[src/aar_pkg.sv]
// Package for the axis-angle rotation matrix: constants, payload types and arithmetic helpers.
`default_nettype none
package aar_pkg;

	localparam int CORDIC_STEPS = 16;
	localparam int FRAC_BITS    = 14;
	localparam int SQRT_CELLS   = 32;
	localparam int DIV_CELLS    = 31;
	localparam int OUT_STAGES   = 4;
	localparam int OUT_SH       = 30 - FRAC_BITS;

	localparam logic signed [32:0] HALF_PI_Q30 = 33'sd1686629713;
	localparam logic signed [32:0] PI_Q30      = 33'sd3373259426;
	localparam logic signed [32:0] CORDIC_GAIN = 33'sd652032874;
	localparam logic signed [32:0] Q30_ONE     = 33'sd1073741824;
	localparam logic signed [39:0] OUT_ROUND   =
		(OUT_SH > 0) ? (40'sd1 <<< ((OUT_SH > 0) ? OUT_SH - 1 : 0)) : 40'sd0;
	localparam logic signed [39:0] OUT_LIM     = 40'sd1 <<< FRAC_BITS;

	// axis data carried along the square root chain
	typedef struct packed {
		logic signed [32:0] ang;
		logic               neg;
		logic               zero;
		logic [2:0]         sgn;
		logic [2:0][15:0]   mag;
	} side_t;

	typedef struct packed {
		logic [35:0] rem;
		logic [31:0] root;
		logic [31:0] rad;
	} sqrt_t;

	typedef struct packed {
		logic [31:0]       r;
		logic [2:0][32:0]  p;
		logic [2:0][30:0]  q;
	} div_t;

	typedef struct packed {
		logic signed [32:0] ang;
		logic               neg;
		logic               zero;
		logic [2:0]         sgn;
	} dside_t;

	typedef struct packed {
		logic signed [32:0] x;
		logic signed [32:0] y;
		logic signed [32:0] z;
	} cord_t;

	typedef struct packed {
		logic signed [31:0] ux;
		logic signed [31:0] uy;
		logic signed [31:0] uz;
		logic               neg;
		logic               zero;
	} cside_t;

	function automatic logic signed [32:0] atan_q30(input logic [4:0] i);
		logic signed [32:0] v;
		unique case (i)
			5'd0:    v = 33'sd843314857;
			5'd1:    v = 33'sd497837829;
			5'd2:    v = 33'sd263043837;
			5'd3:    v = 33'sd133525159;
			5'd4:    v = 33'sd67021687;
			5'd5:    v = 33'sd33543516;
			5'd6:    v = 33'sd16775851;
			5'd7:    v = 33'sd8388437;
			5'd8:    v = 33'sd4194283;
			5'd9:    v = 33'sd2097149;
			default: v = 33'sd1 <<< (5'd30 - i);
		endcase
		return v;
	endfunction

	// Q2.30 product with floor shift
	function automatic logic signed [38:0] mulq(input logic signed [36:0] a,
		input logic signed [31:0] b);
		logic signed [68:0] p;
		p = a * b;
		return p[68:30];
	endfunction

	function automatic logic [15:0] to_out(input logic signed [39:0] v);
		logic signed [39:0] w;
		w = (v + OUT_ROUND) >>> OUT_SH;
		if (w > OUT_LIM)
			w = OUT_LIM;
		else if (w < -OUT_LIM)
			w = -OUT_LIM;
		return w[15:0];
	endfunction

endpackage
`default_nettype wire

[src/aar_div_cell.sv]
// One quotient bit of the three axis component divisions by the norm.
`default_nettype none
module aar_div_cell import aar_pkg::*; (
	input  wire logic   clk,
	input  wire logic   arst_n,
	input  wire logic   in_vld,
	input  wire div_t   in_dv,
	input  wire dside_t in_side,
	output logic        out_vld,
	output div_t        out_dv,
	output dside_t      out_side
);
	logic [2:0][32:0] p2;
	div_t nxt;

	always_comb begin
		nxt.r = in_dv.r;
		for (int k = 0; k < 3; k++) begin
			p2[k] = {in_dv.p[k][31:0], 1'b0};
			if (p2[k] >= {1'b0, in_dv.r}) begin
				nxt.p[k] = p2[k] - {1'b0, in_dv.r};
				nxt.q[k] = {in_dv.q[k][29:0], 1'b1};
			end else begin
				nxt.p[k] = p2[k];
				nxt.q[k] = {in_dv.q[k][29:0], 1'b0};
			end
		end
	end

	always_ff @(posedge clk or negedge arst_n) begin
		if (!arst_n)
			out_vld <= 1'b0;
		else
			out_vld <= in_vld;
	end

	always_ff @(posedge clk) begin
		out_dv   <= nxt;
		out_side <= in_side;
	end
endmodule
`default_nettype wire

[config.mk]
export PLATFORM = sky130hd
export DESIGN_NAME = aar_div_cell
export DESIGN_NICKNAME = d
export VERILOG_FILES = /design/src/aar_pkg.sv /design/src/aar_div_cell.sv
export SDC_FILE = /design/constraint.sdc
export NUM_CORES = 1
export LEC_CHECK = 0
export ABC_AREA = 1
export BUFFER_PORTS_ARGS = -buffer_cell sky130_fd_sc_hd__buf_2
export CAP_MARGIN = 20
export CORE_AREA = 2 2 159 278
export CTS_BUF_LIST = sky130_fd_sc_hd__clkbuf_4 sky130_fd_sc_hd__clkbuf_8
export DETAILED_ROUTE_END_ITERATION = 10
export DIE_AREA = 0 0 161 280
export PLACE_DENSITY = 0.58
export SETUP_SLACK_MARGIN = 0.05
export SLEW_MARGIN = 20
export SYNTH_ARGS = -nofsm -noshare
export SYNTH_HDL_FRONTEND = slang
export SYNTH_SLANG_ARGS = --single-unit
[constraint.sdc]
create_clock -name clk -period 0.8 [get_ports clk]
set_input_delay 0.08 -clock clk [delete_from_list [all_inputs] [get_ports clk]]
set_output_delay 0.08 -clock clk [all_outputs]
set_load 0.1 [all_outputs]
# == After elaboration in Yosys (flattened, before gate mapping) ==
# Cells that the tools add are included.
# op_classes
magnitude_cmp,3
n_addsub,3
mux,6
# op_table
operator,n
33-bit by 32-bit greater-or-equal comparator with 1-bit output,3
33-bit 2-to-1 mux,3
33-bit by 32-bit subtractor with 33-bit output,3
1-bit 2-to-1 mux,3
# totals
ff_bits,263
wordCells,27
output_inout_bits,263

# == Logic depth before layout (Yosys ltp) ==
# depth
depth_word,2
mapped_depth,16
depth_no_buf,16

# == Least setup slack after synthesis ==
# Ideal clock, no wire load.
# synth_timing
path_type,input to register
from,in in_dv[200] (netlist bit)
to,reg out_dv[184] (netlist bit)
setup_time_ns,0.113
n_path_buf,1
required_ns,0.687
arrival_time_ns,1.469
path_stages,15
slack_ns,-0.782
path_cell_list,inv_1 ha_1 nand2_1 inv_1 nand2_1 nand2_1 inv_1 nand3_2 nand2_1 nand2_1 nand2_2 nand3_4 buf_6 nand2_1 nand2_1
# synth_rtl
item,line_no,rtl
from (decl),aar_div_cell.sv:7,"input wire div_t in_dv,"
to (signal assigned),aar_div_cell.sv:38,out_dv <= nxt;
to (decl),aar_div_cell.sv:10,"output div_t out_dv,"

==> reports/qor.csv <==
metric,value,unit
clk_root_buffer_cell,clkbuf_8,
numCtsBuffers,43,
fp-row-count,101,
switching_share,0.440,
pre_cts_ws,-1.49,ns
gp_congestion,1.00,
vias_per_cell,4.86,
vdd_ir_drop_max,1.81,mV
finalWorstSetupSlack,-0.662,ns
p_leak,16.8,nW
drtPass1Iterations,7,
setup_violations,365,
internal-power,34.7,mW
finalMaxSlewViolations,0,
grt_pass1_wl,127000,um
drtIter0Drc,980,
period_needed,1.46,ns
wirelength,91200,um
hold_violations,2,
rsz0062_at_grt,true,
track_usage,0.384,
post_synth.cell_area_avg,6.46,sq um
worstMarginPinSlew,0.410,ns
critPathRequiredTime,1.32,ns
ys_types,29,
fillers,3026,
pwr_density_cell,1910,nW/um^2
port-buffer-count,521,
layout-drive-gt1-share,0.529,
wl_per_cell,22.0,um
grt.overflow.total,0,
cts_tree,yes,
die_y,280,um
vias,20145,
critical_path_class,in2reg,
period_share,1.83,
grt_max_degree,32,
synth_seq_cells,263,
grt_pass1_vias,20899,
holdWs,-0.0229,ns
antenna_found_initial,23,
hpwl,67500,um
clock_sinks,263,
regArea,5630,sq um
power.total,61.9,mW
ant_nets,0,
arrival,1.99,ns
ioPinCount,528,
async_flop_share,0.00380,
ys_seq_area_frac,0.355,
initial_core_util,0.346,
core,43000,sq um
hold_class,in2reg,
startpoint_type,input pin,
p_clk_frac,0.214,
synth_nets,2663,
syn_to_final_growth,118,%
violations,"hold timing, setup timing",
cap_violations,0,
pwr-share-comb,0.523,
yosys_warnings,0,
nets,3902,
cts_buffer_depth,3,
max_slew_margin,0.727,
seqPwrFrac,0.263,
finalSetupTns,-164.26,ns
worstPathMaxFanout,8,
setup.worst_path.end_class,register,
die-area,45100,sq um
drc,0,
dieWidth,161,um
multi_input_area,10300,sq um
syn_inst,2299,
netlist_area,14900,sq um
synth-edff-count,0,
status,finished with violations,
max_freq,684,MHz
clk_pin_slew,0.06,ns
synth_flop_cell,dfxtp_1,
htreeDepth,2,
p_sw,27.3,mW
[layout make-up]
type / count / area share
multi-input combinational: 1555 / 0.317
antenna: 11 / 0.000849
inverter: 445 / 0.0538
clock inverter: 5 / 0.00251
timing repair buffer: 1230 / 0.404
clock buffer: 68 / 0.0256
tap: 566 / 0.0218
sequential: 263 / 0.174
[path summary, 6_finish.rpt]
check / from / endpoint / slack [ns] / cells past startpoint
max: in_dv[213] / out_dv[143]$_DFF_P_ / -0.66 / 15
min: in_dv[172] / out_dv[173]$_DFF_P_ / -0.02 / 5
max in group asynchronous: arst_n / out_vld$_DFF_PN0_ / 0.28 / 3
min in group asynchronous: arst_n / out_vld$_DFF_PN0_ / 0.38 / 3
[cell usage in the layout, fill, tap and decap left out, drive strengths merged, types with 23 or more instances in the layout]
cell type and count:
xor2 42, nand2 977, nor3 23, dlygate4sd3 256, inv 434, clkbuf 70, nand4 105, buf 971
nand3 95, a21oi 59, nor2 122, dfxtp 262, ha 96
[synthesized netlist by cell type, drive strengths merged (3+ instances only)]
cell / number / area share
a21oi: 59 / 0.020
and2: 18 / 0.0077
buf: 32 / 0.015
clkbuf: 4 / 0.0010
dfxtp: 262 / 0.35
fa: 3 / 0.0040
ha: 96 / 0.081
inv: 445 / 0.11
nand2: 977 / 0.25
nand3: 95 / 0.036
nand4: 105 / 0.047
nor2: 122 / 0.034
nor3: 23 / 0.0094
o21ai: 5 / 0.0017
or2: 5 / 0.0021
xnor2: 3 / 0.0018
xor2: 42 / 0.025
[metal layers]
layer | wire length, um | GRT usage | share of wire | vias up
li1 | - | - | - | 9493
met1 | 29000 | 0.358 | 0.32 | 9349
met2 | 47700 | 0.739 | 0.52 | 943
met3 | 4940 | 0.0522 | 0.054 | 358
met4 | 9550 | 0.308 | 0.10 | 2
met5 | 13 | 0 | 0.00014 | -
[power groups by stage]
stage                     combinational (mW)  clock, mW  sequential (mW)
after global routing                    33.6       13.9             16.3
after CTS                               30.6       13.4             16.2
final                                   32.4       13.3             16.3
after global placement                  27.6          0             16.4
after floorplan                         5.60          0             25.9
after detailed placement                27.7          0             16.4
[worst max-delay path, stage by stage]
cell,delay [ns]
buf_8,0.08
clkinvlp_4,0.19
ha_4,0.38
nand2_4,0.07
nor2_4,0.09
buf_6,0.12
inv_8,0.04
nor3_4,0.21
buf_6,0.14
nand2_8,0.06
nand3_4,0.09
buf_12,0.15
buf_12,0.16
nand2_2,0.05
nand2_1,0.05
[sequential cells by signal, summed over array words and instances, names as in the netlist]
| name | cells |
|---|---|
| out_side | 38 |
| out_dv | 224 |
| out_vld | 1 |
[logic make-up (layout without fill, tap and decap cells)]
family          after synthesis  after routing  synth area share
simple gates               1345           1345             0.384
buf+inv                     481           1748             0.128
flops                       263            263             0.355
fa+ha+maj                    99             99            0.0849
compound gates               66             66            0.0226
xor+xnor                     45             45            0.0265
other cells                   0             11                 0
[through the flow]
stage               utilization  area [sq um]  std cells
floorplan                     -         15300       2299
global placement          0.591         25400       3726
detailed placement        0.591         25400       3726
CTS                       0.723         31100       4102
global route              0.755         32400       4138
finish                    0.755         32400       4143
[what timing repair did]
action	CTS	global route
hold buffers	248	9
cloned	5	2
setup buffers	52	22
hold endpoints to repair	259	9
pin swaps	69	128
setup endpoints to repair	365	366
gates resized for setup	433	321
Note: power is estimated with default switching activity, not from simulation.
