**config.mk**
```make
export PLATFORM = sky130hd
export DESIGN_NAME = aar_cordic_cell
export DESIGN_NICKNAME = d
export VERILOG_FILES = /design/src/aar_pkg.sv /design/src/aar_cordic_cell.sv
export SDC_FILE = /design/constraint.sdc
export NUM_CORES = 1
export LEC_CHECK = 0
export BUFFER_PORTS_ARGS = -buffer_cell sky130_fd_sc_hd__clkbuf_2
export CORE_MARGIN = 5
export CORE_UTILIZATION = 55
export DETAILED_ROUTE_END_ITERATION = 8
export GPL_TIMING_DRIVEN = 0
export PLACE_DENSITY = 0.8
export SYNTH_ARGS = -nofsm -noshare
export SYNTH_HDL_FRONTEND = slang
export SYNTH_SLANG_ARGS = --single-unit
```
**constraint.sdc**
```tcl
create_clock -name clk -period 0.8 [get_ports clk]
set_clock_uncertainty 0.05 [all_clocks]
set_input_delay 0.08 -clock clk [delete_from_list [all_inputs] [get_ports clk]]
set_output_delay 0.08 -clock clk [all_outputs]
set_load 0.02 [all_outputs]
```
**src/aar_pkg.sv**
```systemverilog
// Package for the axis-angle rotation matrix: constants, payload types and arithmetic helpers.
`default_nettype none
package aar_pkg;

	localparam int CORDIC_STEPS = 16;
	localparam int FRAC_BITS    = 14;
	localparam int SQRT_CELLS   = 32;
	localparam int DIV_CELLS    = 31;
	localparam int OUT_STAGES   = 4;
	localparam int OUT_SH       = 30 - FRAC_BITS;

	localparam logic signed [32:0] HALF_PI_Q30 = 33'sd1686629713;
	localparam logic signed [32:0] PI_Q30      = 33'sd3373259426;
	localparam logic signed [32:0] CORDIC_GAIN = 33'sd652032874;
	localparam logic signed [32:0] Q30_ONE     = 33'sd1073741824;
	localparam logic signed [39:0] OUT_ROUND   =
		(OUT_SH > 0) ? (40'sd1 <<< ((OUT_SH > 0) ? OUT_SH - 1 : 0)) : 40'sd0;
	localparam logic signed [39:0] OUT_LIM     = 40'sd1 <<< FRAC_BITS;

	// axis data carried along the square root chain
	typedef struct packed {
		logic signed [32:0] ang;
		logic               neg;
		logic               zero;
		logic [2:0]         sgn;
		logic [2:0][15:0]   mag;
	} side_t;

	typedef struct packed {
		logic [35:0] rem;
		logic [31:0] root;
		logic [31:0] rad;
	} sqrt_t;

	typedef struct packed {
		logic [31:0]       r;
		logic [2:0][32:0]  p;
		logic [2:0][30:0]  q;
	} div_t;

	typedef struct packed {
		logic signed [32:0] ang;
		logic               neg;
		logic               zero;
		logic [2:0]         sgn;
	} dside_t;

	typedef struct packed {
		logic signed [32:0] x;
		logic signed [32:0] y;
		logic signed [32:0] z;
	} cord_t;

	typedef struct packed {
		logic signed [31:0] ux;
		logic signed [31:0] uy;
		logic signed [31:0] uz;
		logic               neg;
		logic               zero;
	} cside_t;

	function automatic logic signed [32:0] atan_q30(input logic [4:0] i);
		logic signed [32:0] v;
		unique case (i)
			5'd0:    v = 33'sd843314857;
			5'd1:    v = 33'sd497837829;
			5'd2:    v = 33'sd263043837;
			5'd3:    v = 33'sd133525159;
			5'd4:    v = 33'sd67021687;
			5'd5:    v = 33'sd33543516;
			5'd6:    v = 33'sd16775851;
			5'd7:    v = 33'sd8388437;
			5'd8:    v = 33'sd4194283;
			5'd9:    v = 33'sd2097149;
			default: v = 33'sd1 <<< (5'd30 - i);
		endcase
		return v;
	endfunction

	// Q2.30 product with floor shift
	function automatic logic signed [38:0] mulq(input logic signed [36:0] a,
		input logic signed [31:0] b);
		logic signed [68:0] p;
		p = a * b;
		return p[68:30];
	endfunction

	function automatic logic [15:0] to_out(input logic signed [39:0] v);
		logic signed [39:0] w;
		w = (v + OUT_ROUND) >>> OUT_SH;
		if (w > OUT_LIM)
			w = OUT_LIM;
		else if (w < -OUT_LIM)
			w = -OUT_LIM;
		return w[15:0];
	endfunction

endpackage
`default_nettype wire

```
**src/aar_cordic_cell.sv**
```systemverilog
// One rotation step of the sine and cosine CORDIC.
`default_nettype none
module aar_cordic_cell import aar_pkg::*; (
	input  wire logic       clk,
	input  wire logic       arst_n,
	input  wire logic [4:0] step,
	input  wire logic       in_vld,
	input  wire cord_t      in_c,
	input  wire cside_t     in_side,
	output logic            out_vld,
	output cord_t           out_c,
	output cside_t          out_side
);
	logic signed [32:0] xs;
	logic signed [32:0] ys;
	logic signed [32:0] at;
	cord_t nxt;

	always_comb begin
		xs = in_c.x >>> step;
		ys = in_c.y >>> step;
		at = atan_q30(step);
		if (!in_c.z[32]) begin
			nxt.x = in_c.x - ys;
			nxt.y = in_c.y + xs;
			nxt.z = in_c.z - at;
		end else begin
			nxt.x = in_c.x + ys;
			nxt.y = in_c.y - xs;
			nxt.z = in_c.z + at;
		end
	end

	always_ff @(posedge clk or negedge arst_n) begin
		if (!arst_n)
			out_vld <= 1'b0;
		else
			out_vld <= in_vld;
	end

	always_ff @(posedge clk) begin
		out_c    <= nxt;
		out_side <= in_side;
	end
endmodule
`default_nettype wire

```
==> results_dict.tcl, run 1 <==
set metrics [dict create \
    outcome "stopped before the end" \
    lastStage "5_1_grt" \
    error_line "[ERROR GRT-0232] Routing congestion too high. Check the congestion heatmap in the GUI." \
    ys_types 90 \
    yosysMostFrequentCell "dfxtp_1" \
    synth_area_per_cell_um2 8.60 \
    io_buffers 399 \
    yosysWarnings 0 \
    fp.dieW_um 180 \
    htree_num_levels 4 \
    gp_congestion 1.10 \
    synth_common_cells "197 x dfxtp_1, 189 x nor2_1, 167 x a21oi_1" \
    synth-compound-area-share 0.238 \
    synth_top_family_by_area "compound AO/OA/AOI/OAI gates" \
    ys_seq_elements 198 \
    post-place-cells 2621 \
    initial_utilization 0.554 \
    synth_top_area_share 0.250 \
    async_flop_share 0.00505 \
    endpoint_type "register data pin" \
    cts_buffers 17 \
    ys_top_cells_by_area "dfxtp_1 25%, mux4_2 8.7%, ha_1 7.8%" \
    cts_buffer_depth 2 \
    synth.net_count 2144 \
    yosys.area.top_type "dfxtp_1" \
    muxShareOfSynthArea 0.145 \
    netlist_area_um2 15800 \
    synth_adder_area_share 0.0822 \
    synth-edff-count 0 \
    root_buffer "clkbuf_16" \
    track_usage 0.775 \
    yosysSeqAreaShare 0.251 \
    cts.sinks 198 \
    overflow 148 \
    synthSimpleGateAreaFrac 0.160 \
    die_h_um 180 \
    synthCells 1837 \
    synthFlopType "dfxtp_1" \
    grt_start_max_net_pins 21 \
    dp_hpwl_um 61500 \
    synth-xor-area-share 0.0841 \
    fp-row-count 62 \
    worstEndpointGrtRepair "out_c[98]$_DFF_P_/D" \
    io_pins 403 \
]
-- routing by layer --
metal | overflow | GRT usage
met5 | 0 | 0.326
met4 | 70 | 0.810
met3 | 4 | 0.651
met2 | 70 | 0.937
met1 | 4 | 0.740
-- stage by stage --
stage / TNS, ns / worst slack [ns] / instance area, um^2
floorplan: -328.51 / -4.86 / 16700
CTS: -386.23 / -4.72 / 23700
global placement: -435.97 / -5.80 / 19200
detailed placement: -441.43 / -5.97 / 19200
-- kinds of logic after synthesis --
group,count (synthesis)
AND/OR/NAND/NOR,527
adder cells (fa/ha/maj),102
multiplexers,141
buffers and inverters,142
flip-flops,198
AO/OA/AOI/OAI,577
XOR/XNOR,150
-- what timing repair did --
action,CTS
endpoints found under the hold margin,115
gates cloned,3
setup endpoints to repair,297
hold buffers,101
gates resized for setup,346
setup buffers,157
pin swaps,141
==> inputs of run 2 (changes only) <==
CORE_UTILIZATION = 40   (was 55)
PLACE_DENSITY = default   (was 0.8)
PLACE_DENSITY_LB_ADDON = 0.15   (was default)
==> run 2 against run 1 <==
Effect of this change: the flow now finishes, with violations (negative hold slack, negative setup slack); synthesized cell count stayed put; synthesized area unchanged.
==> results_dict.tcl, run 2 <==
set metrics [dict create \
    yosysMostFrequentCell "dfxtp_1" \
    rsz0062_at_grt "yes" \
    area_growth_pct 59.9 \
    finalSetupTns_ns -406.24 \
    final_common_cell "clkbuf_2" \
    drcViolationCount 0 \
    worst_setup_path_end_kind "flop" \
    vdd_drop_max_uv 1770 \
    synth-edff-count 0 \
    ys_seq_elements 198 \
    grt_pass1_wl_um 121000 \
    clkPwrFrac 0.180 \
    netlist_area_um2 15800 \
    yosysWarnings 0 \
    ys_top_cells_by_area "dfxtp_1 25%, mux4_2 8.7%, ha_1 7.8%" \
    ys_types 90 \
    cp-startpoint "step[0]" \
    ant_nets 0 \
    root_buffer "clkbuf_16" \
    regMostFlops "out_c" \
    postCtsHoldBufs 101 \
    path_clk_slew_ns 0.08 \
    finalHoldViolations 19 \
    cts.sinks 198 \
    gp_congestion 1.06 \
    post-place-cells 2755 \
    fmax_ghz 0.183 \
    p_seq_frac 0.255 \
    vias 18900 \
    fp.dieW_um 209 \
    track_usage 0.361 \
    p_switching_uw 21900 \
    outcome "complete, but fails checks" \
    min-delay-path-class "in2reg" \
    largest_reg_flops 99 \
    maxCapViolCount 0 \
    final_cell_count_no_fill 3120 \
    slowest_stage "mux4_2" \
    synth_top_area_share 0.250 \
    grt_start_max_net_pins 24 \
    yosysSeqAreaShare 0.251 \
    synth_area_per_cell_um2 8.60 \
    synth.net_count 2144 \
    dp_hpwl_um 61200 \
    cpMostUsedCell "buf_12" \
    wl_per_cell_um 26.9 \
    overflow 0 \
    nNetsFinal 2892 \
    final_cell_mix "370 x clkbuf_2, 178 x buf_4, 164 x dfxtp_1" \
    io_pins 403 \
    whs_path_depth 2 \
    final.min_clock_period_ns 5.48 \
    path_cells "buf_12 > buf_12 > buf_12 > buf_12 > buf_12 > mux4_2 > mux4_2 > a2111oi_4 > a31o_2 > nand4_1 > or4_4 > nor3_4 > buf_6 > nand2_2 > a311oi_4 > ha_4 > a2111o_1 > a211oi_4 > o31ai_4 > o2111a_1 > or2_4 > a311oi_2 > xnor2_1" \
    cp_data_required_time_ns 1.13 \
    drtIter0Drc 2134 \
    period_share 6.85 \
    cpPeakStageDelay_ns 0.55 \
    fin_ws_ns -4.68 \
    initial_utilization 0.406 \
    holdWs_ns -0.198 \
    grt_pass1_vias 18800 \
    drt_first_pass_iters 6 \
    crit_type "in2reg" \
    antenna_found_initial 5 \
    async_flop_share 0.00505 \
    power.density_nw_per_um2 2020 \
    htree_num_levels 4 \
    drv_slew 0 \
    biggestRegsByFlops "out_c: 99 flops, out_side: 98 flops, out_vld: 1 flops" \
    crit_fanout 7 \
    cts_tree "yes" \
    p_int_uw 29100 \
    holdPathEnd "out_c[0]" \
    viasPerCell 6.07 \
    cts_buffer_depth 2 \
    core_um2 38900 \
    failed_checks "negative hold slack, negative setup slack" \
    die_h_um 209 \
    drive_above_1_share 0.459 \
    fp-row-count 72 \
    setup_viol 297 \
    min_from "in_c[0]" \
    switching_share 0.429 \
    io_buffers 399 \
    dieArea_um2 43600 \
    p_leak_uw 0.0110 \
    dp_slack_ns -5.96 \
    synthCells 1837 \
    cts_buffers 17 \
    synthFlopType "dfxtp_1" \
    worstMarginPinSlew_ns 1.22 \
    max-slew-margin-rel 0.186 \
    startpoint_type "input port" \
    combPwrFrac 0.565 \
    drt_wl_total_um 84000 \
    synth_common_cells "197 x dfxtp_1, 189 x nor2_1, 167 x a21oi_1" \
    worstPathArrival_ns 5.81 \
    yosys.area.top_type "dfxtp_1" \
    fillers 3187 \
]
==> run 2: cell counts after synthesis <==
Identical to the previous run, type by type.
==> run 2: metrics by stage <==
stage / total power, uW / instance area, um^2 / utilization
6_report: 51000 / 25300 / 0.650
3_3_place_gp: 34800 / 19300 / 0.497
3_5_place_dp: 35000 / 19400 / 0.497
5_1_grt: 53400 / 25300 / 0.649
4_1_cts: 48600 / 24100 / 0.620
2_1_floorplan: 27800 / 16700 / -
==> run 2: logic make-up (layout without fill, tap and decap cells) <==
| group | after synthesis | after routing | synth area share |
|---|---|---|---|
| buffers and inverters | 142 | 903 | 0.0402 |
| AOI/OAI and AO/OA | 577 | 577 | 0.238 |
| and+or+nand+nor | 527 | 527 | 0.160 |
| adders and majority gates | 102 | 102 | 0.0822 |
| DFF | 198 | 198 | 0.251 |
| xor gates and xnor gates | 150 | 150 | 0.0841 |
| muxes | 141 | 141 | 0.145 |
| other | 0 | 4 | 0 |
==> run 2: final cells by class <==
type / count / area, um^2 / share of cell area
inverter: 38 / 148 / 0.00584
antenna: 4 / 10.0 / 0.000396
tap: 518 / 648 / 0.0256
buffer: 95 / 1220 / 0.0482
multi-input combinational: 1497 / 13200 / 0.523
sequential: 198 / 4010 / 0.159
clock inverter: 15 / 206 / 0.00817
timing repair buffer: 738 / 5410 / 0.214
clock buffer: 17 / 425 / 0.0168
==> run 2: power by group through the flow <==
stage          sequential (uW)  combinational, uW  clock [uW]
3_5_place_dp             13100              21900           0
6_report                 13000              28800        9210
5_1_grt                  13200              30400        9840
3_3_place_gp             13000              21800           0
4_1_cts                  12900              26300        9410
2_1_floorplan            16100              11700           0
==> run 2: worst max-delay path by stage <==
stage	endpoint	slack [ns]
floorplan	out_c[98]	-4.86
global route	out_c[98]	-4.76
finish	out_c[98]	-4.68
CTS	out_c[98]	-4.61
detailed placement	out_c[98]	-5.96
global placement	out_c[98]	-5.90
==> run 2: per-layer routing <==
metal	wire length, um	part of all wire	global-route usage
met5	13	0.00015	0
met2	38100	0.45	0.577
met3	7260	0.086	0.0775
met4	4880	0.058	0.175
met1	33700	0.40	0.465
==> run 2: what timing repair did <==
action	in CTS	in global routing
setup endpoints to repair	297	297
pin swaps	145	136
cloned	2	0
gates resized for setup	369	211
endpoints found under the hold margin	129	18
buffers inserted	186	55
==> run 2: critical path: cells and delay by family <==
kind            cells  cell delay (ns)
fa+ha+maj           1             0.27
xor+xnor            1             0.10
compound gates      8             2.22
buf+inv             6             0.73
mux                 2             1.09
simple gates        5             1.28
(Power assumes the default switching activity.)
==> inputs of run 3 (changes only) <==
--- a/config.mk
+++ b/config.mk
@@ -8,8 +8,9 @@
 export BUFFER_PORTS_ARGS = -buffer_cell sky130_fd_sc_hd__clkbuf_2
 export CORE_MARGIN = 5
-export CORE_UTILIZATION = 40
+export CORE_UTILIZATION = 55
 export DETAILED_ROUTE_END_ITERATION = 8
 export GPL_TIMING_DRIVEN = 0
 export PLACE_DENSITY_LB_ADDON = 0.15
+export SKIP_LAST_GASP = 1
 export SYNTH_ARGS = -nofsm -noshare
 export SYNTH_HDL_FRONTEND = slang
--- a/constraint.sdc
+++ b/constraint.sdc
@@ -3,3 +3,3 @@
 set_input_delay 0.08 -clock clk [delete_from_list [all_inputs] [get_ports clk]]
 set_output_delay 0.08 -clock clk [all_outputs]
-set_load 0.02 [all_outputs]
+set_load 0.01 [all_outputs]
==> run 3 against run 2 <==
Effect of this change: the run now fails in 5_1_grt; synthesized cell count is the same; synthesized area is the same.
==> results_dict.tcl, run 3 <==
set metrics [dict create \
    yosys.area.top_type "dfxtp_1" \
    synth_common_cells "197 x dfxtp_1, 189 x nor2_1, 167 x a21oi_1" \
    cts.sinks 198 \
    synthCells 1837 \
    ys_types 90 \
    htree_num_levels 4 \
    async_flop_share 0.00505 \
    outcome "stopped before the end" \
    cts_buffers 17 \
    ys_seq_elements 198 \
    cts_buffer_depth 2 \
    initial_utilization 0.554 \
    netlist_area_um2 15800 \
    worstEndpointGrtRepair "out_c[98]$_DFF_P_/D" \
    io_buffers 399 \
    synth-edff-count 0 \
    fp-row-count 62 \
    yosysMostFrequentCell "dfxtp_1" \
    die_h_um 180 \
    grt_start_max_net_pins 19 \
    track_usage 0.759 \
    error_line "[ERROR GRT-0232] Routing congestion too high. Check the congestion heatmap in the GUI." \
    synth_top_area_share 0.250 \
    root_buffer "clkbuf_16" \
    ys_top_cells_by_area "dfxtp_1 25%, mux4_2 8.7%, ha_1 7.8%" \
    overflow 99 \
    lastStage "5_1_grt" \
    endpoint_type "register data pin" \
    fp.dieW_um 180 \
    dp_hpwl_um 61700 \
    gp_congestion 1.15 \
    yosysWarnings 0 \
    yosysSeqAreaShare 0.251 \
    io_pins 403 \
    synth_area_per_cell_um2 8.60 \
    synth.net_count 2144 \
    synthFlopType "dfxtp_1" \
    dp_slack_ns -5.87 \
]
run 3: kinds of logic after synthesis:
logic type	after synthesis	share of synthesized area
simple gates	527	0.160
mux	141	0.145
fa+ha+maj	102	0.0822
xor+xnor	150	0.0841
flops	198	0.251
buf+inv	142	0.0402
compound gates	577	0.238
run 3: per-layer routing:
layer / global-route usage / overflow
met5: 0.139 / 0
met4: 0.777 / 39
met3: 0.631 / 0
met2: 0.935 / 59
met1: 0.736 / 1
run 3: what timing repair did:
item,in CTS
endpoints found under the hold margin,114
endpoints found under the setup margin,297
pin swaps,122
hold buffers,101
gates resized for setup,213
setup buffers,161
gates cloned,3
run 3: per-stage QoR:
stage	instances	instance area (um^2)
CTS	2911	23000
floorplan	1837	16700
detailed placement	2621	19200
global placement	2620	19200
