File: src/aar_pkg.sv
// Package for the axis-angle rotation matrix: constants, payload types and arithmetic helpers.
`default_nettype none
package aar_pkg;

	localparam int CORDIC_STEPS = 16;
	localparam int FRAC_BITS    = 14;
	localparam int SQRT_CELLS   = 32;
	localparam int DIV_CELLS    = 31;
	localparam int OUT_STAGES   = 4;
	localparam int OUT_SH       = 30 - FRAC_BITS;

	localparam logic signed [32:0] HALF_PI_Q30 = 33'sd1686629713;
	localparam logic signed [32:0] PI_Q30      = 33'sd3373259426;
	localparam logic signed [32:0] CORDIC_GAIN = 33'sd652032874;
	localparam logic signed [32:0] Q30_ONE     = 33'sd1073741824;
	localparam logic signed [39:0] OUT_ROUND   =
		(OUT_SH > 0) ? (40'sd1 <<< ((OUT_SH > 0) ? OUT_SH - 1 : 0)) : 40'sd0;
	localparam logic signed [39:0] OUT_LIM     = 40'sd1 <<< FRAC_BITS;

	// axis data carried along the square root chain
	typedef struct packed {
		logic signed [32:0] ang;
		logic               neg;
		logic               zero;
		logic [2:0]         sgn;
		logic [2:0][15:0]   mag;
	} side_t;

	typedef struct packed {
		logic [35:0] rem;
		logic [31:0] root;
		logic [31:0] rad;
	} sqrt_t;

	typedef struct packed {
		logic [31:0]       r;
		logic [2:0][32:0]  p;
		logic [2:0][30:0]  q;
	} div_t;

	typedef struct packed {
		logic signed [32:0] ang;
		logic               neg;
		logic               zero;
		logic [2:0]         sgn;
	} dside_t;

	typedef struct packed {
		logic signed [32:0] x;
		logic signed [32:0] y;
		logic signed [32:0] z;
	} cord_t;

	typedef struct packed {
		logic signed [31:0] ux;
		logic signed [31:0] uy;
		logic signed [31:0] uz;
		logic               neg;
		logic               zero;
	} cside_t;

	function automatic logic signed [32:0] atan_q30(input logic [4:0] i);
		logic signed [32:0] v;
		unique case (i)
			5'd0:    v = 33'sd843314857;
			5'd1:    v = 33'sd497837829;
			5'd2:    v = 33'sd263043837;
			5'd3:    v = 33'sd133525159;
			5'd4:    v = 33'sd67021687;
			5'd5:    v = 33'sd33543516;
			5'd6:    v = 33'sd16775851;
			5'd7:    v = 33'sd8388437;
			5'd8:    v = 33'sd4194283;
			5'd9:    v = 33'sd2097149;
			default: v = 33'sd1 <<< (5'd30 - i);
		endcase
		return v;
	endfunction

	// Q2.30 product with floor shift
	function automatic logic signed [38:0] mulq(input logic signed [36:0] a,
		input logic signed [31:0] b);
		logic signed [68:0] p;
		p = a * b;
		return p[68:30];
	endfunction

	function automatic logic [15:0] to_out(input logic signed [39:0] v);
		logic signed [39:0] w;
		w = (v + OUT_ROUND) >>> OUT_SH;
		if (w > OUT_LIM)
			w = OUT_LIM;
		else if (w < -OUT_LIM)
			w = -OUT_LIM;
		return w[15:0];
	endfunction

endpackage
`default_nettype wire

File: src/aar_sqrt_cell.sv
// One digit of the integer square root of the axis norm.
`default_nettype none
module aar_sqrt_cell import aar_pkg::*; (
	input  wire logic  clk,
	input  wire logic  arst_n,
	input  wire logic  in_vld,
	input  wire sqrt_t in_sq,
	input  wire side_t in_side,
	output logic       out_vld,
	output sqrt_t      out_sq,
	output side_t      out_side
);
	logic [35:0] rem2;
	logic [35:0] trial;
	sqrt_t nxt;

	always_comb begin
		rem2  = {in_sq.rem[33:0], in_sq.rad[31:30]};
		trial = {2'b00, in_sq.root, 2'b01};
		nxt.rad = {in_sq.rad[29:0], 2'b00};
		if (rem2 >= trial) begin
			nxt.rem  = rem2 - trial;
			nxt.root = {in_sq.root[30:0], 1'b1};
		end else begin
			nxt.rem  = rem2;
			nxt.root = {in_sq.root[30:0], 1'b0};
		end
	end

	always_ff @(posedge clk or negedge arst_n) begin
		if (!arst_n)
			out_vld <= 1'b0;
		else
			out_vld <= in_vld;
	end

	always_ff @(posedge clk) begin
		out_sq   <= nxt;
		out_side <= in_side;
	end
endmodule
`default_nettype wire

File: config.mk
export PLATFORM = sky130hd
export DESIGN_NAME = aar_sqrt_cell
export DESIGN_NICKNAME = d
export VERILOG_FILES = /design/src/aar_pkg.sv /design/src/aar_sqrt_cell.sv
export SDC_FILE = /design/constraint.sdc
export NUM_CORES = 1
export LEC_CHECK = 0
export BUFFER_PORTS_ARGS = -buffer_cell sky130_fd_sc_hd__buf_2
export CORE_AREA = 5 5 145 147
export DETAILED_ROUTE_END_ITERATION = 10
export DIE_AREA = 0 0 150 152
export GPL_ROUTABILITY_DRIVEN = 0
export PLACE_DENSITY = 0.6
export SETUP_SLACK_MARGIN = 0.02
export SYNTH_ARGS = -nofsm -noshare
export SYNTH_HDL_FRONTEND = slang
export SYNTH_SLANG_ARGS = --single-unit
export TNS_END_PERCENT = 5
File: constraint.sdc
create_clock -name clk -period 0.8 [get_ports clk]
set_input_delay 0.08 -clock clk [delete_from_list [all_inputs] [get_ports clk]]
set_output_delay 0.08 -clock clk [all_outputs]
set_load 0.01 [all_outputs]
Yosys cells after proc, flatten, opt, wreduce, memory -nomap -nowiden. Index checks and enable logic that the tools add are counted.

Flip-flop bits (word level): 185. Output and inout bits: 187. Bits of input ports: 189. Logic and storage cells: 14.

$add $sub $neg: 1. Multiplexer cells: 1. Order comparisons: 1.

Operator list (number): 68-bit 2-to-1 mux (1); 36-bit by 34-bit greater-or-equal comparator with 1-bit output (1); 36-bit by 34-bit subtractor with 36-bit output (1).

Longest topological paths before layout. Gate-level depths: netlist of run 1.

Word-level depth: 2. Depth in mapped cells: 12. Gate-level depth less buffers: 10.

Worst setup path after synthesis of run 1. OpenSTA, ideal clock, no wires.

Path kind: input port to flip-flop. Start: input port in_sq[50] (netlist bit). End: register out_sq[72] (netlist bit). Buffers on the path: 2. Data arrival time: 2.001 ns. Required time: 0.679 ns. Stages: 11. Library setup time: 0.121 ns. Path slack: -1.322 ns. Cells stage by stage: inv_1 ha_1 buf_2 nand4_1 nor4_4 nand2_1 nor3_2 nor3b_2 a21oi_4 buf_6 mux2_4.

RTL lines: start: declaration (line aar_sqrt_cell.sv:7) `input wire sqrt_t in_sq,`; end signal: assignment (line aar_sqrt_cell.sv:38) `out_sq <= nxt;`; end: declaration (line aar_sqrt_cell.sv:10) `output sqrt_t out_sq,`.

==> results of run 1 <==
[layout by cell type (no fill, tap or decap), drive strengths merged, types with 7 or more instances in the layout]
cell type and instances:
nor2 40, a21oi 60, diode 12, o21ai 26, buf 527, dlygate4sd3 176
nand2 32, dfxtp 184, nand4 11, inv 47, nor3 10, xor2 14
ha 34, nand3 9, a21o 7, clkbuf 18, mux2 10, xnor2 19
[layout make-up]
class                   count  area (um^2)
fillers                  1414         5940
repair buffers            703         5810
flip-flops and latches    185         3860
multi-input cells         338         3030
clock buffers              18          429
well taps                 270          338
clock inverters            14          173
inverters                  39          164
diodes                     12         30.0
[kinds of logic (layout without fill, tap and decap cells)]
group / Yosys count / in the layout
compound gates: 133 / 133
xor+xnor: 33 / 33
simple gates: 126 / 126
other cells: 1 / 14
buf+inv: 62 / 774
fa+ha+maj: 34 / 34
flops: 185 / 185
mux: 10 / 10
[how the worst max path moves through the flow]
stage                     startpoint  slack (ns)  depth (start not counted)          to
after floorplan            in_sq[51]       -1.22                         10  out_sq[72]
after global placement     in_sq[32]       -1.55                         11  out_sq[94]
after detailed placement   in_sq[43]       -1.59                         12  out_sq[94]
after CTS                  in_sq[32]       -0.99                         13  out_sq[66]
after global routing       in_sq[34]       -1.13                         12  out_sq[72]
final                      in_sq[87]       -1.07                         10  out_sq[72]
[sequential cells by signal (all words and copies together), names as in the netlist]
signal    cells
out_side     86
out_sq       98
out_vld       1
[report_power, final]
part	switching, W	leakage, nW	internal (W)
clock	0.00428	0.291	0.00426
combinational	0.00323	4.55	0.00429
sequential	0.000356	1.56	0.0101
[stage by stage]
step                      hold slack (ns)  instances
after floorplan                    -0.216        585
after global placement             -0.123       1337
after detailed placement           -0.125       1337
after CTS                         -0.0189       1557
after global routing              -0.0435       1574
final                             -0.0261       1579
[metal layers]
layer  vias to the layer above  wire length, um
li1                       3410                -
met1                      3384            11700
met2                       273            15700
met3                        88             2100
met4                        12             1430
met5                         -               75
[timing repair]
action                                 CTS  global route
setup endpoints to repair              222           222
pin swaps                               36            31
buffers inserted                        11            11
cloned                                   1             0
gates resized for setup                274           173
endpoints found under the hold margin  180             3
[critical path: cells and delay by family]
kind | cells | cell delay, ns
AND/OR/NAND/NOR | 3 | 0.70
adder cells (fa/ha/maj) | 1 | 0.26
multiplexers | 1 | 0.31
buffers and inverters | 3 | 0.50
AO/OA/AOI/OAI | 2 | 0.31
==> run metrics, run 1 <==
status complete, but fails checks; violated checks negative hold slack, negative setup slack; routed vias 7167; IO Count 376; Root Driver clkbuf_16; Critical Path AT 2.18 ns; utilization after layout 0.699; Vias/cell 4.54; post-synthesis xor/xnor area fraction 0.0463; sequential area share after synthesis 0.580; Hold Path End out_sq[68]; H-tree Lvls 4; most common cell in the netlist dfxtp_1; Crit Path Category in2reg; Setup TNS Final -64.97 ns; Critical-path top delay cell nor4_4; vias in the first global route 7536; FFs w/ async S/R, synth 0.00541; Crit path top cell by count buf_4; layer with the highest usage met2; Area Growth Syn to Fin 116%; # DRC 0; antenna violations before repair 17; grt ovf 0; post-placement setup slack -1.59 ns; Fin. Hold Viols 1; Worst path max stage delay 0.32 ns; Worst setup EP type register; clock slew at reported path FFs 0.08 ns; crit path launch type input pin; Final Setup Violations 222; Synth Instances 584; crit path cell chain buf_4, ha_4, nand4_1, nor4_4, buf_4, o2111ai_4, and2_4, a21oi_4, buf_8, mux2_4; number of buffers created by CTS 17; Starting Density 0.324; max-cap violation count 0; Detailed Route Iter0 Violations 253; Yosys top cell area share 0.576; post-route ant nets 0; Slew Viols, Final 0; layout cells sized above 1 0.623; top cells by count, synth dfxtp_1, a21oi_1, nor2_1, inv_1, ha_1; RSZ-0062 raised after global routing yes; first-pass GRT wire length 43.6 mm; Synth Warn # 0; FF+latch count, synth 185; Final Instance Area 13800 um^2; total power 0.0266 W; die span in y 152 um; Synth area leaders dfxtp_1, ha_1, a21oi_1, xnor2_1, nor2_1; cts hold-fix bufs 176; met1 usage 0.277; Total GRT Usage 0.250; slack of the critical path -1.07 ns; main combinational cell family by area after synthesis compound AO/OA/AOI/OAI gates; Critical Path Fanout Max 8; GRT met2 Usage 0.435; WHS -0.0261 ns; syn avg cell area 11.0 um^2; clk buf depth 2; top_reg_cell synth dfxtp_1; Routed WL per cell 19.6 um; Synth Area in Simple Gates 0.103; clock sinks 185; Hold Path Class in2reg; die footprint 22800 um^2; number of port buffers 371; Static Leak 6.40 nW; power density over cell area 1920 nW/um^2; Synth Area in Adders 0.0665; CTS tree built; placed cell area 9590 um^2; DRT Pass-1 Iters 7; Compound-Gate Fraction of Synth Area 0.138; largest net degree at the start of global routing 21; Peak VDD IR 1.33 mV; die span in x 150 um; post-synthesis mux area share 0.0217; Net count, final 1507; leading area contributor after synthesis dfxtp_1; Rows 52; Synth cell types 66; area of the core 19800 um^2; Post-synth EDFFs 0; fin crit period 1.87 ns; dpl hpwl 21.1 mm; final WL 31.0 mm; Hold Crit Start in_sq[66]; final critical-path share of the clock period 2.34; Max Clock Freq 0.535 GHz; Worst EP required 1.11 ns; met3 Use GR 0.0757; Hold Path Stages 3; Mapped Area 6400 um^2
Note: power is estimated with default switching activity, not from simulation.
==> inputs of run 2 (changes only) <==
CELL_PAD_IN_SITES_DETAIL_PLACEMENT = 1   (was unset)
CELL_PAD_IN_SITES_GLOBAL_PLACEMENT = 1   (was unset)
CORE_AREA = unset   (was 5 5 145 147)
CORE_MARGIN = 5   (was unset)
CORE_UTILIZATION = 34   (was unset)
DIE_AREA = unset   (was 0 0 150 152)
PLACE_DENSITY = unset   (was 0.6)
PLACE_DENSITY_LB_ADDON = 0.1   (was unset)
==> run metrics, run 2 <==
status aborted with a tool error; failing step global routing (5_1_grt); Stop Error [ERROR GRT-0232] Routing congestion too high. Check the congestion heatmap in the GUI.; Mapped Area 6400 um^2; FF+latch count, synth 185; die span in y 147 um; Total GRT Usage 0.838; largest net degree at the start of global routing 21; top cells by count, synth dfxtp_1, a21oi_1, nor2_1, inv_1, ha_1; antenna violations before repair 10; clock sinks 185; H-tree Lvls 4; number of port buffers 371; Synth Warn # 0; clk buf depth 2; dpl hpwl 21.0 mm; FFs w/ async S/R, synth 0.00541; worst-path endpoint after global-route repair_timing out_sq[93]$_DFF_P_/D; Root Driver clkbuf_16; Synth cell types 66; category of the worst endpoint register input; Post-synth EDFFs 0; Starting Density 0.343; most common cell in the netlist dfxtp_1; Yosys top cell area share 0.576; leading area contributor after synthesis dfxtp_1; number of buffers created by CTS 17; syn avg cell area 11.0 um^2; IO Count 376; grt ovf 445; Synth Instances 584; Synth area leaders dfxtp_1, ha_1, a21oi_1, xnor2_1, nor2_1; Rows 50; sequential area share after synthesis 0.580; placed cell area 9590 um^2; top_reg_cell synth dfxtp_1; die span in x 147 um
-- run 2: per-layer routing --
metal / overflow / GRT usage
met1: 6 / 0.794
met2: 280 / 1.01
met3: 12 / 0.724
met4: 147 / 0.911
met5: 0 / 0.159
-- run 2: stage by stage --
stage	instances	setup TNS [ns]	worst slack [ns]	hold WS, ns	utilization
after floorplan	585	-41.82	-1.22	-0.216	-
after global placement	1307	-54.33	-1.64	-0.138	0.515
after detailed placement	1307	-55.73	-1.66	-0.138	0.515
after CTS	1532	-66.67	-1.02	-0.0240	0.703
-- run 2: cells by family after synthesis --
logic type | Yosys count | share of synthesized area
flops | 185 | 0.580
other cells | 1 | 0.000586
simple gates | 126 | 0.103
mux | 10 | 0.0217
buf+inv | 62 | 0.0444
xor+xnor | 33 | 0.0463
compound gates | 133 | 0.138
fa+ha+maj | 34 | 0.0665
-- run 2: timing repair --
item	in CTS
endpoints found under the hold margin	178
setup buffers	15
resized for setup	267
hold buffers	176
setup endpoints to repair	222
cloned	2
pin swaps	41
==> inputs of run 3 (changes only) <==
CELL_PAD_IN_SITES_DETAIL_PLACEMENT = unset   (was 1)
CELL_PAD_IN_SITES_GLOBAL_PLACEMENT = unset   (was 1)
CORE_UTILIZATION = 25   (was 34)
PLACE_DENSITY_LB_ADDON = 0.15   (was 0.1)
SETUP_SLACK_MARGIN = unset   (was 0.02)
==> run metrics, run 3 (same netlist as run 1, synthesis figures left out) <==
Starting Density 0.254; antenna violations before repair 6; Peak VDD IR 1.13 mV; clk buf depth 2; number of port buffers 371; fin crit period 1.85 ns; Critical Path Fanout Max 7; layout cells sized above 1 0.608; slack of the critical path -1.05 ns; Detailed Route Iter0 Violations 193; Area Growth Syn to Fin 116%; status complete, but fails checks; Static Leak 6.42 nW; die footprint 28900 um^2; part of the power in registers 0.396; grt ovf 0; dpl hpwl 20.0 mm; WHS -0.00433 ns; power density over cell area 1910 nW/um^2; power share of the clock group 0.327; Hold Path Stages 4; Slew Viols, Final 0; RSZ-0062 raised after global routing yes; most frequent cells in the layout buf_2, dlygate4sd3_1, buf_4; violated checks negative hold slack, negative setup slack; CTS tree built; vias in the first global route 7268; largest reg by FF count out_sq; Max Clock Freq 0.541 GHz; # DRC 0; clock sinks 185; commonest non-fill, non-tap cell in the layout buf_2; P_sw 0.00768 W; final WL 28.2 mm; Largest register FFs 98; final critical-path share of the clock period 2.31; placed insts 1399; IO Count 376; Final Setup Violations 222; Critical Path AT 2.16 ns; first-pass GRT wire length 40.2 mm; Switching Fraction 0.290; routed vias 6867; clock slew at reported path FFs 0.07 ns; Routed WL per cell 17.2 um; crit path launch type input pin; Crit Path Category in2reg; Setup TNS Final -62.83 ns; Vias/cell 4.20; area of the core 25200 um^2; Int Pwr 0.0187 W; die span in x 170 um; total power 0.0264 W; Root Driver clkbuf_16; max-cap violation count 0; Fin. Hold Viols 1; combinational share of power 0.277; Worst setup EP type register; die span in y 170 um; placed cell area 9700 um^2; Net count, final 1512; top flop regs out_sq x98, out_side x86, out_vld x1; number of buffers created by CTS 17; Hold Path Class in2reg; Final Instance Area 13800 um^2; largest net degree at the start of global routing 21; Rows 58; Post-Layout Cell Count 1635; Worst EP required 1.11 ns; H-tree Lvls 4; DRT Pass-1 Iters 4; post-route ant nets 0; Total GRT Usage 0.179
-- run 3: final timing paths --
kind	start	endpoint	slack (ns)
min in group asynchronous	arst_n	out_vld	0.49
max in group asynchronous	arst_n	out_vld	0.20
hold / removal	in_sq[78]	out_sq[80]	-0.004
setup / recovery	in_sq[64]	out_sq[99]	-1.05
-- run 3: final cells by class --
class                           count  area (um^2)
Timing Repair Buffer              708         5840
Fill cell                        2168        11300
Clock buffer                       18          439
Sequential cell                   185         3850
Multi-Input combinational cell    338         2950
Antenna cell                        3         7.51
Clock inverter                     14          160
Tap cell                          330          413
Inverter                           39          166
-- run 3: timing repair --
| action | CTS | global route |
|---|---|---|
| cloned | 2 | 1 |
| pin swaps | 29 | 16 |
| setup endpoints to repair | 222 | 222 |
| gates resized for setup | 293 | 136 |
| setup buffers | 16 | 1 |
| endpoints found under the hold margin | 181 | 1 |
| hold buffers | 180 | 1 |
-- run 3: power groups by stage --
stage	combinational [W]	sequential, W	clock (W)
3_5_place_dp	0.00530	0.0104	0
5_1_grt	0.00786	0.0105	0.00933
4_1_cts	0.00693	0.0103	0.00896
6_report	0.00733	0.0105	0.00864
3_3_place_gp	0.00532	0.0104	0
2_1_floorplan	0.00207	0.0109	0
-- run 3: metal layers --
metal,GRT usage,wire length [um]
met5,0,41
met4,0.0785,1150
met3,0.0465,1910
met1,0.188,10200
met2,0.335,14900
-- run 3: per-stage QoR --
stage | util | setup WS [ns]
6_report | 0.549 | -1.05
5_1_grt | 0.549 | -1.13
4_1_cts | 0.526 | -1.06
3_5_place_dp | 0.385 | -1.67
3_3_place_gp | 0.385 | -1.67
2_1_floorplan | - | -1.22
-- run 3: worst max-delay path: stages --
cell       delay (ns)
buf_8            0.10
ha_4             0.24
nor2b_4          0.13
o311a_4          0.32
o211a_1          0.25
o2111ai_2        0.21
and2_4           0.18
a21oi_4          0.09
buf_8            0.17
nor2b_4          0.12
mux2_4           0.26
